## src/sv/hca_fifo.sv

```systemverilog
// Small synchronous queue built from registers.
// Standalone; used between front and back end and on the result side.
module hca_fifo #(
   parameter int WIDTH = 8,
   parameter int DEPTH = 4
) (
   input  logic             clock,
   input  logic             reset,
   input  logic             push,
   input  logic [WIDTH-1:0] push_data,
   output logic             full,
   input  logic             pop,
   output logic             empty,
   output logic [WIDTH-1:0] head
);
   localparam int AW = (DEPTH > 1) ? $clog2(DEPTH) : 1;

   logic [WIDTH-1:0] mem_ff [DEPTH];
   logic [AW-1:0]    wr_ptr_ff, wr_ptr_in, rd_ptr_ff, rd_ptr_in;
   logic [AW:0]      count_ff, count_in;
   logic             do_push, do_pop;

   assign full    = (count_ff == (AW+1)'(DEPTH));
   assign empty   = (count_ff == '0);
   assign do_push = push && !full;
   assign do_pop  = pop && !empty;
   assign head    = mem_ff[rd_ptr_ff];

   always_comb begin
      wr_ptr_in = wr_ptr_ff;
      rd_ptr_in = rd_ptr_ff;
      count_in  = count_ff;
      if (do_push) begin
         wr_ptr_in = (wr_ptr_ff == AW'(DEPTH-1)) ? '0 : wr_ptr_ff + 1'b1;
      end
      if (do_pop) begin
         rd_ptr_in = (rd_ptr_ff == AW'(DEPTH-1)) ? '0 : rd_ptr_ff + 1'b1;
      end
      if (do_push && !do_pop) begin
         count_in = count_ff + 1'b1;
      end else if (do_pop && !do_push) begin
         count_in = count_ff - 1'b1;
      end
   end

   always_ff @(posedge clock) begin
      if (reset) begin
         wr_ptr_ff <= '0;
         rd_ptr_ff <= '0;
         count_ff  <= '0;
      end else begin
         wr_ptr_ff <= wr_ptr_in;
         rd_ptr_ff <= rd_ptr_in;
         count_ff  <= count_in;
      end
   end

   always_ff @(posedge clock) begin
      if (do_push) begin
         mem_ff[wr_ptr_ff] <= push_data;
      end
   end

endmodule

```

## config.mk

```make
export PLATFORM = sky130hd
export DESIGN_NAME = hca_fifo
export DESIGN_NICKNAME = d
export VERILOG_FILES = /design/src/sv/hca_fifo.sv
export SDC_FILE = /design/constraint.sdc
export NUM_CORES = 1
export LEC_CHECK = 0
export ABC_AREA = 1
export BUFFER_PORTS_ARGS = -buffer_cell sky130_fd_sc_hd__buf_2
export CAP_MARGIN = 20
export CORE_ASPECT_RATIO = 1.4
export CORE_MARGIN = 1.5
export CORE_UTILIZATION = 55
export CTS_CLUSTER_DIAMETER = 50
export DETAILED_ROUTE_END_ITERATION = 8
export PLACE_DENSITY = 0.76
export SLEW_MARGIN = 20
export SYNTH_ARGS = -nofsm -noshare
export SYNTH_HDL_FRONTEND = slang
export SYNTH_SLANG_ARGS = --single-unit
export TNS_END_PERCENT = 30
```

## constraint.sdc

```tcl
create_clock -name clock -period 3.4 [get_ports clock]
set_input_delay 0.51 -clock clock [delete_from_list [all_inputs] [get_ports clock]]
set_output_delay 0.51 -clock clock [all_outputs]
set_load 0.01 [all_outputs]
```

==> impl_metrics.csv <==
group,metric,value,unit
synth,synthesis.nets,166,
layout,finish.net_count,192,
place,placement.io_buffers,21,
pwr,worst_vdd_ir,526,uV
sta,tightest_slew,0.770,ns
cts,cts_root_buf,"sky130_fd_sc_hd__clkbuf_8",
pwr,p_per_area,749,mW/mm^2
global_route,pin_count_of_the_biggest_net_entering_global_routing,18,
cts,post_cts_resized,0,
synth,synthXorXnorAreaFrac,0.516,%
sta,finalSetupViolCount,0,
sta,finalCritPeriodShare,63.8,%
layout,fillers,236,
outcome,run_status,"completed",
die,floorplan_core_area,0.00291,mm^2
synth,seq_area_frac_synth,67.3,%
layout,stdcell_count,211,
layout,share_of_cells_above_drive_strength_1,19.0,%
synth,number_of_storage_elements_in_the_synthesis_netlist,41,
die,num_rows,23,
cts,numCtsBuffers,5,
synth,synth.mux.area_fraction,0,%
cts,clk_latency,0.29,ns
routing,ant_nets,0,
sta,timing.fmax,461,MHz
global_route,via_count_of_the_first_global_routing_pass,1102,
routing,first_iter_violations,39,
critical_path,setup.worst_path.end_class,"primary output",
layout,seqCellArea,0.00114,mm^2
pwr,p_leak,0.770,nW
place,place.detailed.instances,203,
critical_path,cp.arrival,1.66,ns
cts,hold_buffers,0,
global_route,grt_antenna_before_repair,0,
synth,synth-edff-count,32,
cts,ctsHtreeMaxLevel,2,
die,boundaryPins,22,
synth,synth_common_cells,"sky130_fd_sc_hd__nor2_1 (33), sky130_fd_sc_hd__edfxtp_1 (32), sky130_fd_sc_hd__inv_1 (17)",
synth,synth_compound_area_share,9.22,%
synth,synth.largest_area_cell,"sky130_fd_sc_hd__edfxtp_1",
critical_path,critical_path_class,"flip-flop to primary output",
die,initial_core_util,58.4,%
critical_path,path_max_fanout,17,
run,maxCapViolCount,0,
sta,finalWorstSetupSlack,1.23,ns
synth,synth_flop_cell,"sky130_fd_sc_hd__edfxtp_1",
global_route,grt_resource_usage_total,18.4,%
synth,synth_area_per_cell,11.5,um^2
sta,finalMaxSlewViolations,0,
layout,multiInputGateArea,465,um^2
sta,fin_tns_setup,0,ns
die,dieHeight,68.7,um
synth,synth_simple_gate_area_share,12.1,%
synth,synth.top_cells.by_area,"sky130_fd_sc_hd__edfxtp_1 (57%), sky130_fd_sc_hd__dfxtp_1 (11%), sky130_fd_sc_hd__nor2_1 (7.3%)",
synth,synth_adder_area_share,5.60,%
routing,via_count,1132,
synth,yosysWarningCount,0,
die,die-area,0.00343,mm^2
sta,hold_viol_final,0,
synth,netlist-cell-type-count,19,
sta,final.setup_skew,0.00588,ns
sta,layout_min_cycle_time,2.17,ns
routing,routedWlPerCell,13.5,um
routing,viasPerCell,5.36,
synth,postSynth.asyncResetShare,0,%
routing,detailedRoute.firstPassIterationCount,4,
cts,cts_setup_buffers,0,
hold_path,hold_path.class,"primary input to flip-flop",
layout,areaGrowthSynthToFinish,12.8,%
global_route,overflow,0,
global_route,wire_length_of_the_first_global_routing_pass,4.45,mm
sta,slew_headroom,48.5,%
layout,num_antenna_cells,0,
sta,unrepaired_setup_endpoints_after_global_routing,"false",
synth,synth.most_common_cell,"sky130_fd_sc_hd__nor2_1",
cts,clock_sinks,41,
critical_path,timing.critical_path.required,2.89,ns
routing,route.detailed.drc,0,
critical_path,crit_path_start_kind,"flip-flop",
synth,post_synth_inst_count,147,
die,die-width,49.9,um
place,dp_hpwl,1.98,mm
synth,post_synth_instance_area,0.00170,mm^2
place,placement.setup.worst_slack,1.51,ns
cts,clk_pin_slew,0.08,ns
synth,yosysTopAreaCellShare,56.6,%
synth,combinational_family_with_the_most_area_after_synthesis,"simple AND/OR/NAND/NOR gates",
place,place_congestion,0.797,
cts,clock_tree.buffer_depth,2,
routing,route.final.wire_length,2.85,mm
cts,tritoncts,"yes",
layout by cell type, fill, tap and decap left out:
| cell | count |
|---|---|
| sky130_fd_sc_hd__a21oi_1 | 2 |
| sky130_fd_sc_hd__buf_2 | 21 |
| sky130_fd_sc_hd__clkbuf_1 | 1 |
| sky130_fd_sc_hd__clkbuf_8 | 5 |
| sky130_fd_sc_hd__clkinvlp_4 | 2 |
| sky130_fd_sc_hd__dfxtp_1 | 9 |
| sky130_fd_sc_hd__edfxtp_1 | 32 |
| sky130_fd_sc_hd__fa_1 | 1 |
| sky130_fd_sc_hd__ha_1 | 6 |
| sky130_fd_sc_hd__inv_1 | 17 |
| sky130_fd_sc_hd__inv_2 | 1 |
| sky130_fd_sc_hd__nand2_1 | 13 |
| sky130_fd_sc_hd__nand2_2 | 1 |
| sky130_fd_sc_hd__nand3_1 | 1 |
| sky130_fd_sc_hd__nand3b_1 | 2 |
| sky130_fd_sc_hd__nand4_1 | 1 |
| sky130_fd_sc_hd__nor2_1 | 33 |
| sky130_fd_sc_hd__o21ai_0 | 13 |
| sky130_fd_sc_hd__o21ai_1 | 1 |
| sky130_fd_sc_hd__o21ai_2 | 3 |
| sky130_fd_sc_hd__o22ai_1 | 8 |
| sky130_fd_sc_hd__xor2_1 | 1 |
per-layer routing:
layer / global-route usage, % / wire length (um) / vias to the layer above / share of wire [%]
li1: - / - / 549 / -
met1: 18.1 / 1110 / 545 / 39
met2: 33.3 / 1530 / 34 / 54
met3: 6.47 / 174 / 4 / 6.1
met4: 10.8 / 29 / 0 / 1.0
met5: 0 / 0 / - / 0
where the power goes:
group | internal (mW) | leakage (nW) | switching, mW
clock network | 0.144 | 0.0374 | 0.161
registers | 0.622 | 0.368 | 0.0669
logic | 0.171 | 0.365 | 0.267
total | 0.937 | 0.770 | 0.495
stage by stage:
step | hold slack [ns] | power [mW] | util [%] | cell area (um^2)
2_1_floorplan | 0.483 | 0.997 | - | 1700
3_3_place_gp | 0.509 | 1.11 | 62.8 | 1830
3_5_place_dp | 0.520 | 1.14 | 62.8 | 1830
4_1_cts | 0.368 | 1.44 | 65.8 | 1910
5_1_grt | 0.385 | 1.52 | 65.8 | 1910
6_report | 0.375 | 1.43 | 65.8 | 1910
path summary, 6_finish.rpt:
| kind | slack [ns] | endpoint | start | depth (start not counted) |
|---|---|---|---|---|
| min reg2reg | 0.55 | flip-flop | rd_ptr_ff[1] | 2 |
| max | 1.23 | head[4] | flip-flop | 4 |
| max reg2reg | 1.45 | count_ff[1] | count_ff[0] | 9 |
| min | 0.38 | count_ff[0] | reset | 2 |
final cells by class:
| class | count | area share, % |
|---|---|---|
| Sequential cell | 41 | 59.6 |
| Multi-Input combinational cell | 86 | 24.3 |
| Inverter | 18 | 3.53 |
| Tap cell | 37 | 2.42 |
| Clock buffer | 6 | 3.79 |
| Timing Repair Buffer | 21 | 5.49 |
| Clock inverter | 2 | 0.785 |
sequential cells by signal (all words and copies together), names as in the netlist, named ones only:
signal	cells
wr_ptr_ff	2
rd_ptr_ff	2
count_ff	3
mem_ff	32
cell families after synthesis:
logic type | Yosys count
AO/OA/AOI/OAI | 27
XOR/XNOR | 1
adder cells (fa/ha/maj) | 7
buffers and inverters | 20
flip-flops | 41
AND/OR/NAND/NOR | 51
worst max-delay path, stage by stage, from the launching register on:
cell,delay [ns]
sky130_fd_sc_hd__dfxtp_1,0.68
sky130_fd_sc_hd__inv_2,0.25
sky130_fd_sc_hd__o21ai_0,0.21
sky130_fd_sc_hd__o22ai_1,0.09
sky130_fd_sc_hd__buf_2,0.14
Power figures use the tool's default switching activity.
