## src/sv/hca_pkg.sv

```systemverilog
// Shared types and constants for the HLS color adjuster.
// No dependencies; imported by hca_front, hca_back and the top level.
package hca_pkg;

   // restoring divider: quotient and remainder widths
   localparam int QUOT_W = 9;
   localparam int REM_W  = 21;

   // hue angles in units of 1/255 degree
   localparam int SEG_W    = 15300;   // 60 degrees
   localparam int THIRD    = 30600;   // 120 degrees
   localparam int HALF     = 45900;   // 180 degrees
   localparam int SEG2_END = 61200;   // 240 degrees
   localparam int TURN     = 91800;   // 360 degrees

   // back conversion divisor 255 * 60 * 255 and its reciprocal
   localparam longint unsigned DIV_D   = 64'd3901500;
   localparam int              RECIP_K = 52;
   localparam longint unsigned RECIP_M = (64'd1 << RECIP_K) / DIV_D;

   // word handed from the front end to the back end
   typedef struct packed {
      logic [REM_W-1:0]   num_s;
      logic [8:0]         den_s;
      logic [REM_W-1:0]   num_h;
      logic [11:0]        den_h;
      logic [7:0]         light;
      logic [7:0]         hue_shift;
      logic signed [8:0]  light_shift;
      logic signed [8:0]  sat_shift;
   } work_type;

endpackage

```

## src/sv/hca_front.sv

```systemverilog
// Front end: takes a color, finds max/min and sets up the divisions
// for saturation and hue. Uses hca_pkg.
module hca_front (
   input  logic              clock,
   input  logic              reset,
   input  logic              req_push,
   output logic              req_full,
   input  logic [23:0]       req_color_in,
   input  logic [7:0]        req_hue_shift,
   input  logic signed [8:0] req_light_shift,
   input  logic signed [8:0] req_sat_shift,
   output logic              mid_push,
   output hca_pkg::work_type mid_data,
   input  logic              mid_full
);
   import hca_pkg::*;

   logic             valid_ff;
   work_type         work_ff, work_in;
   logic             advance;
   logic [7:0]       r, g, b, mx, mn, d, lt;
   logic [8:0]       sum, den;
   logic [11:0]      d6;
   logic signed [11:0] hn;
   logic [10:0]      hn_u;

   assign advance  = !valid_ff || !mid_full;
   assign req_full = !advance;
   assign mid_push = valid_ff && !mid_full;
   assign mid_data = work_ff;

   always_comb begin
      r   = req_color_in[7:0];
      g   = req_color_in[15:8];
      b   = req_color_in[23:16];
      mx  = r;
      if (g > mx) mx = g;
      if (b > mx) mx = b;
      mn  = r;
      if (g < mn) mn = g;
      if (b < mn) mn = b;
      sum = {1'b0, mx} + {1'b0, mn};
      d   = mx - mn;
      lt  = 8'((10'(sum) + 10'd1) >> 1);
      den = (sum <= 9'd255) ? sum : 9'(10'd510 - 10'(sum));
      d6  = 12'(d) * 12'd6;
      if (r == mx) begin
         hn = $signed({4'b0, g}) - $signed({4'b0, b});
      end else if (g == mx) begin
         hn = $signed(12'(d) << 1) + $signed({4'b0, b}) - $signed({4'b0, r});
      end else begin
         hn = $signed(12'(d) << 2) + $signed({4'b0, r}) - $signed({4'b0, g});
      end
      if (hn < 0) hn = hn + $signed(d6);
      hn_u = 11'(hn);

      work_in.light       = lt;
      work_in.hue_shift   = req_hue_shift;
      work_in.light_shift = req_light_shift;
      work_in.sat_shift   = req_sat_shift;
      if (d == 8'd0) begin
         // grey: both quotients come out zero
         work_in.num_s = '0;
         work_in.den_s = 9'd1;
         work_in.num_h = '0;
         work_in.den_h = 12'd1;
      end else begin
         work_in.num_s = REM_W'(d) * REM_W'(510) + REM_W'(den);
         work_in.den_s = {den[7:0], 1'b0};
         work_in.num_h = REM_W'(hn_u) * REM_W'(510) + REM_W'(d6);
         work_in.den_h = 12'(d) * 12'd12;
      end
   end

   always_ff @(posedge clock) begin
      if (reset) begin
         valid_ff <= 1'b0;
      end else if (advance) begin
         valid_ff <= req_push;
      end
   end

   always_ff @(posedge clock) begin
      if (advance && req_push) begin
         work_ff <= work_in;
      end
   end

endmodule

```

## config.mk

```make
export PLATFORM = sky130hd
export DESIGN_NAME = hca_front
export DESIGN_NICKNAME = d
export VERILOG_FILES = /design/src/sv/hca_pkg.sv /design/src/sv/hca_front.sv
export SDC_FILE = /design/constraint.sdc
export NUM_CORES = 1
export LEC_CHECK = 0
export BUFFER_PORTS_ARGS = -buffer_cell sky130_fd_sc_hd__buf_2
export CORE_AREA = 2 2 191 193
export CTS_BUF_LIST = sky130_fd_sc_hd__clkbuf_8 sky130_fd_sc_hd__clkbuf_16
export CTS_CLUSTER_SIZE = 14
export DETAILED_ROUTE_END_ITERATION = 10
export DIE_AREA = 0 0 193 195
export GPL_TIMING_DRIVEN = 0
export PLACE_DENSITY = 0.62
export SLEW_MARGIN = 40
export SYNTH_ARGS = -nofsm -noshare
export SYNTH_HDL_FRONTEND = slang
export SYNTH_SLANG_ARGS = --single-unit
```

## constraint.sdc

```tcl
create_clock -name clock -period 13.8 [get_ports clock]
set_input_delay 0.69 -clock clock [delete_from_list [all_inputs] [get_ports clock]]
set_output_delay 0.69 -clock clock [all_outputs]
set_load 0.1 [all_outputs]
```

==> metrics.txt, run 1 <==
Fillers 3,516; Row Count 69; pin count of the biggest net entering global routing 23; startpoint types input pin; Initial Util 34.7%; hold crit path type in2reg; clk buf depth 2; Tmin final 13,020 ps; hold slack a little under 500 ps; most frequent cell after synthesis inv_1; I/O Buffers around 150; count of different cell masters after synthesis 73; Clock H-tree levels 3; Yosys top cell area share 21.8%; CP max stage delay 550 ps; status finished clean; Seq/Total Area, Yosys a little over a fifth; Max Fclk 0.0768 GHz; clock latency on the worst-skew pair around 340 ps; Avg Inst Size Synth 9.42 sq um; Die H ~200 microns; top cells by count, synth inv_1 (223), ha_1 (186), a21oi_1 (95); remaining global-route overflow 0; Placer Congestion 0.904; root buf cell clkbuf_16; ys flop type edfxtp_1; Yosys top cell by area edfxtp_1; final WL between 30 and 40 mm; clk slew on worst S/H paths 70 ps; via-per-instance ratio 4.97; hold_buf cts 0; vias in the first global route 9,502; Post-Syn Area 12,300 sq um; top post-synthesis cells by area edfxtp_1 (22%), ha_1 (19%), fa_1 (13%), inv_1 (6.8%), xnor2_1 (5.8%); mux cell area share after synthesis 3.08%; Post-Synth Adder-Cell Area 32.1%; FF/Latch Area 2690 sq um; Setup CP Type in2reg; post-DR wirelength/cell 15.7 microns; pre-CTS WS -1650 ps; Total GRT Usage around 16%; Crit-path slowest cell fa_1; DRC viols 0; Synth-to-Final Area Change 16.6%; Num CTS Buffers 9; crit-path max FO 10; total clock sinks 90; initial antenna violation count 0; DR iter-0 viols 459; clk_skew ~8.4 ps; max-slew violations 0; XOR/XNOR Fraction of Synth Area a little under a tenth; fraction of the mapped netlist area in simple logic gates 9.45%; Die Wd between 150 and 200 microns; register bit total from synthesis 90; crit share post-route 94.3%; post-DP HPWL 25.6 mm; TritonCTS clock tree built; largest family of logic cells by synthesized area adder cells; Core ar. around 35,000 sq um; max-cap check violation count 0; # nets final 1,795; Post-synth ARST share 0%; die area ~38,000 sq um; area of the multi-input gates 8830 sq um; Mapped Cells 1,303; Setup WS post-layout 785 ps; Worst Hold Depth 2; Antenna Nets Post-Route 0; share of cells above drive strength 1 roughly 18%; synth warn 0; DR vias 9,649; compound-cell area share of the yosys netlist 16.0%; Critical Path AT 13,090 ps; Final Hold Viols 0; CP dominant cell by count ha_1; Reg2Reg Depth 4; number of synthesized flops with an enable pin 89; drt first pass iters 5; first-pass GRT wire length 49.1 mm; max_slew headroom 50.6%; Critical Path End Type register; final setup violating endpoints 0; Worst Path Required approximately 14,000 ps; I/O pin cnt 153; Tightest Pin Transition ~740 ps
area by class of cell:
class / count / share of cell area, %
multi-input cells: 961 / 61.7
flip-flops and latches: 90 / 18.8
repair buffers: 157 / 5.96
inverters: 227 / 5.96
well taps: 461 / 4.03
clock buffers: 9 / 1.57
plain buffers: 29 / 1.24
clock inverters: 7 / 0.647
diodes: 1 / 0.0175
state kept, by name, summed over array words and instances (netlist names):
register  cells
mid_data     89
valid_ff      1
metrics by stage:
stage / cell area [sq um] / setup TNS, ps / utilization [%] / std cells
finish: 14300 / 0 / 40.4 / 1942
global route: 14300 / -4.27 / 40.4 / 1941
CTS: 14100 / 0 / 39.8 / 1936
detailed placement: 13700 / -13350 / 38.8 / 1919
global placement: 13600 / -12220 / 38.4 / 1915
floorplan: 12300 / 0 / - / 1307
worst paths after layout:
path	slack, ps	from	end
setup / recovery	780	req_color_in[1]	mid_data[64]
hold / removal	490	reset	valid_ff
hold reg to reg	660	valid_ff	valid_ff
setup reg to reg	12040	valid_ff	mid_data[63]
worst max-delay path: cells and delay by family:
kind            cells  cell delay [ps]
compound gates     14             2820
xor+xnor            3              470
fa+ha+maj          12             4680
buf+inv            11             1560
simple gates       17             2820
cells in the final DEF (no fill, tap or decap), types with 5 or more instances in the layout:
master,count
buf_4,18
a22oi_1,5
nand2b_1,5
buf_2,150
conb_1,5
o21a_1,5
nand2_1,38
mux2_2,13
mux2i_1,20
nand4_1,6
nor3_1,20
clkbuf_16,9
edfxtp_1,89
nor2_1,79
nor2b_1,17
a21boi_0,9
xnor2_1,76
and3_1,15
a21oi_2,9
inv_2,5
inv_1,222
xor2_1,41
or2_2,5
ha_1,185
o21bai_1,35
a21o_1,32
nand3_1,11
and2_1,15
o21ai_0,44
fa_1,79
a21oi_1,87
o311ai_0,18
clkbuf_1,10
per-layer routing:
metal | up-vias | track usage (%) | routed length (microns)
li1 | 4803 | - | -
met1 | 4594 | 22.6 | 14200
met2 | 214 | 26.9 | 14300
met3 | 38 | 1.62 | 1400
met4 | 0 | 4.97 | 642
met5 | - | 0 | 0
logic make-up (layout without fill, tap and decap cells):
family	after synthesis	after routing
adders and majority gates	267	267
AOI/OAI and AO/OA	292	292
muxes	36	36
xor gates and xnor gates	125	125
DFF	90	90
other	1	6
buffers and inverters	256	429
and+or+nand+nor	236	236
timing repair:
action / in CTS / in global routing
resized for setup: 13 / 34
buffers inserted: 1 / 5
pin swaps: 1 / 5
endpoints found under the setup margin: 12 / 10
Power of run 1 is left out: the tool's default activity adds up to more than one toggle a clock period on the data nets, which glitch-free logic cannot reach.
==> run 2: changes to the inputs <==
PLACE_DENSITY = not set   (was 0.62)
==> run 2 against run 1 <==
  * Setup slack worse by 82 ps
  * Die area unchanged
  * Design area about the same
  * Clock skew about the same
  * Critical path type unchanged
  * Final cell count up 0.10%
  * Via count down 1.4%
  * Register-to-register slack worse by 160 ps
==> metrics.txt, run 2 (synthesis gave the netlist of run 1 again) <==
status finished clean; Worst path top cell family by delay adder cells; via-per-instance ratio 4.90; area of the multi-input gates 8820 sq um; Die H 195 microns; first-pass GRT wire length about 50 mm; I/O Buffers 147; max-slew violations 0; FF/Latch Area 2690 sq um; Critical Path End Type register; max_slew headroom approximately 50%; startpoint types input pin; Critical Path AT 13,170 ps; Num CTS Buffers 9; Placer Congestion ~0.91; Tightest Pin Transition between 700 and 800 ps; Synth-to-Final Area Change 16.6%; I/O pin cnt 153; Fillers between 3,000 and 4,000; commonest non-fill, non-tap cell in the layout inv_1; clock latency on the worst-skew pair between 300 and 400 ps; Reg2Reg Depth 5; met1 wire length between 10 and 15 mm; Die Wd 193 microns; clk slew on worst S/H paths 70 ps; max-cap check violation count 0; final WL 30.5 mm; Worst Path Required 13,870 ps; final setup violating endpoints 0; DRC viols 0; Final Hold Viols 0; clk buf depth 2; Total GRT Usage around 16%; Setup CP Type in2reg; DR iter-0 viols between 400 and 500; root buf cell clkbuf_16; remaining global-route overflow 0; Setup WS post-layout 703 ps; vias in the first global route between 9,000 and 10,000; # nets final 1,798; pin count of the biggest net entering global routing 22; max reg flops 89; path length in cells of the critical path 55; share of cells above drive strength 1 18.3%; total clock sinks 90; met2 WL 14.4 mm; clk_skew 8.04 ps; CP max stage delay 660 ps; Row Count 69; post-DP HPWL 25.8 mm; die area around 38,000 sq um; TritonCTS clock tree built; Top Layer Used met4; Antenna Nets Post-Route 0; pre-CTS WS -2020 ps; post-DR wirelength/cell 15.7 microns; Worst Hold Depth 2; hold crit path type in2reg; Tmin final between 10,000 and 15,000 ps; commonest cells after routing, fill and taps aside inv_1 (223), ha_1 (184), buf_2 (150), a21oi_1 (91), edfxtp_1 (89); Initial Util 34.7%; drt first pass iters 5; Core ar. 35,400 sq um; crit share post-route 94.9%; CP dominant cell by count ha_1; crit-path max FO 10; initial antenna violation count 0; DR vias 9,517; post-placement cell area 13,700 sq um; # diodes 0; Max Fclk between 0.07 and 0.08 GHz; Worst Path Buf+Inv 9; met3 wire length 1.14 mm; design area 14,300 sq um; Crit-path slowest cell fa_2; Clock H-tree levels 3
-- run 2: final cells by class --
class | count | area share (%)
plain buffers | 28 | 1.22
clock buffers | 9 | 1.57
clock inverters | 7 | 0.533
inverters | 227 | 5.95
multi-input cells | 961 | 61.6
flip-flops and latches | 90 | 18.8
well taps | 461 | 4.03
repair buffers | 161 | 6.26
-- run 2: metrics by stage --
step | utilization [%] | hold WS, ps | setup TNS [ps] | cells
2_1_floorplan | - | 762 | 0 | 1307
3_3_place_gp | 38.4 | 581 | -14170 | 1915
3_5_place_dp | 38.8 | 650 | -18410 | 1919
4_1_cts | 39.9 | 481 | 0 | 1936
5_1_grt | 40.4 | 492 | -0.764 | 1944
6_report | 40.4 | 494 | 0 | 1944
-- run 2: path summary, 6_finish.rpt --
check	from	endpoint	slack (ps)
worst min register to register	valid_ff	valid_ff	660
worst max register to register	valid_ff	mid_data[53]	11880
worst min-delay path	reset	valid_ff	490
worst max-delay path	req_color_in[1]	mid_data[64]	700
-- run 2: repair_timing --
action,in CTS,in global routing
hold buffers,0,0
setup buffers,1,9
hold endpoints to repair,0,0
gates resized for setup,17,27
pin swaps,1,8
endpoints found under the setup margin,13,8
-- run 2: metal layers --
| layer | GRT usage [%] | vias to the layer above |
|---|---|---|
| met5 | 0 | - |
| met3 | 1.11 | 20 |
| met2 | 27.8 | 209 |
| met4 | 3.93 | 0 |
| met1 | 22.9 | 4477 |
| li1 | - | 4811 |
Power of run 2 is left out for the same reason.
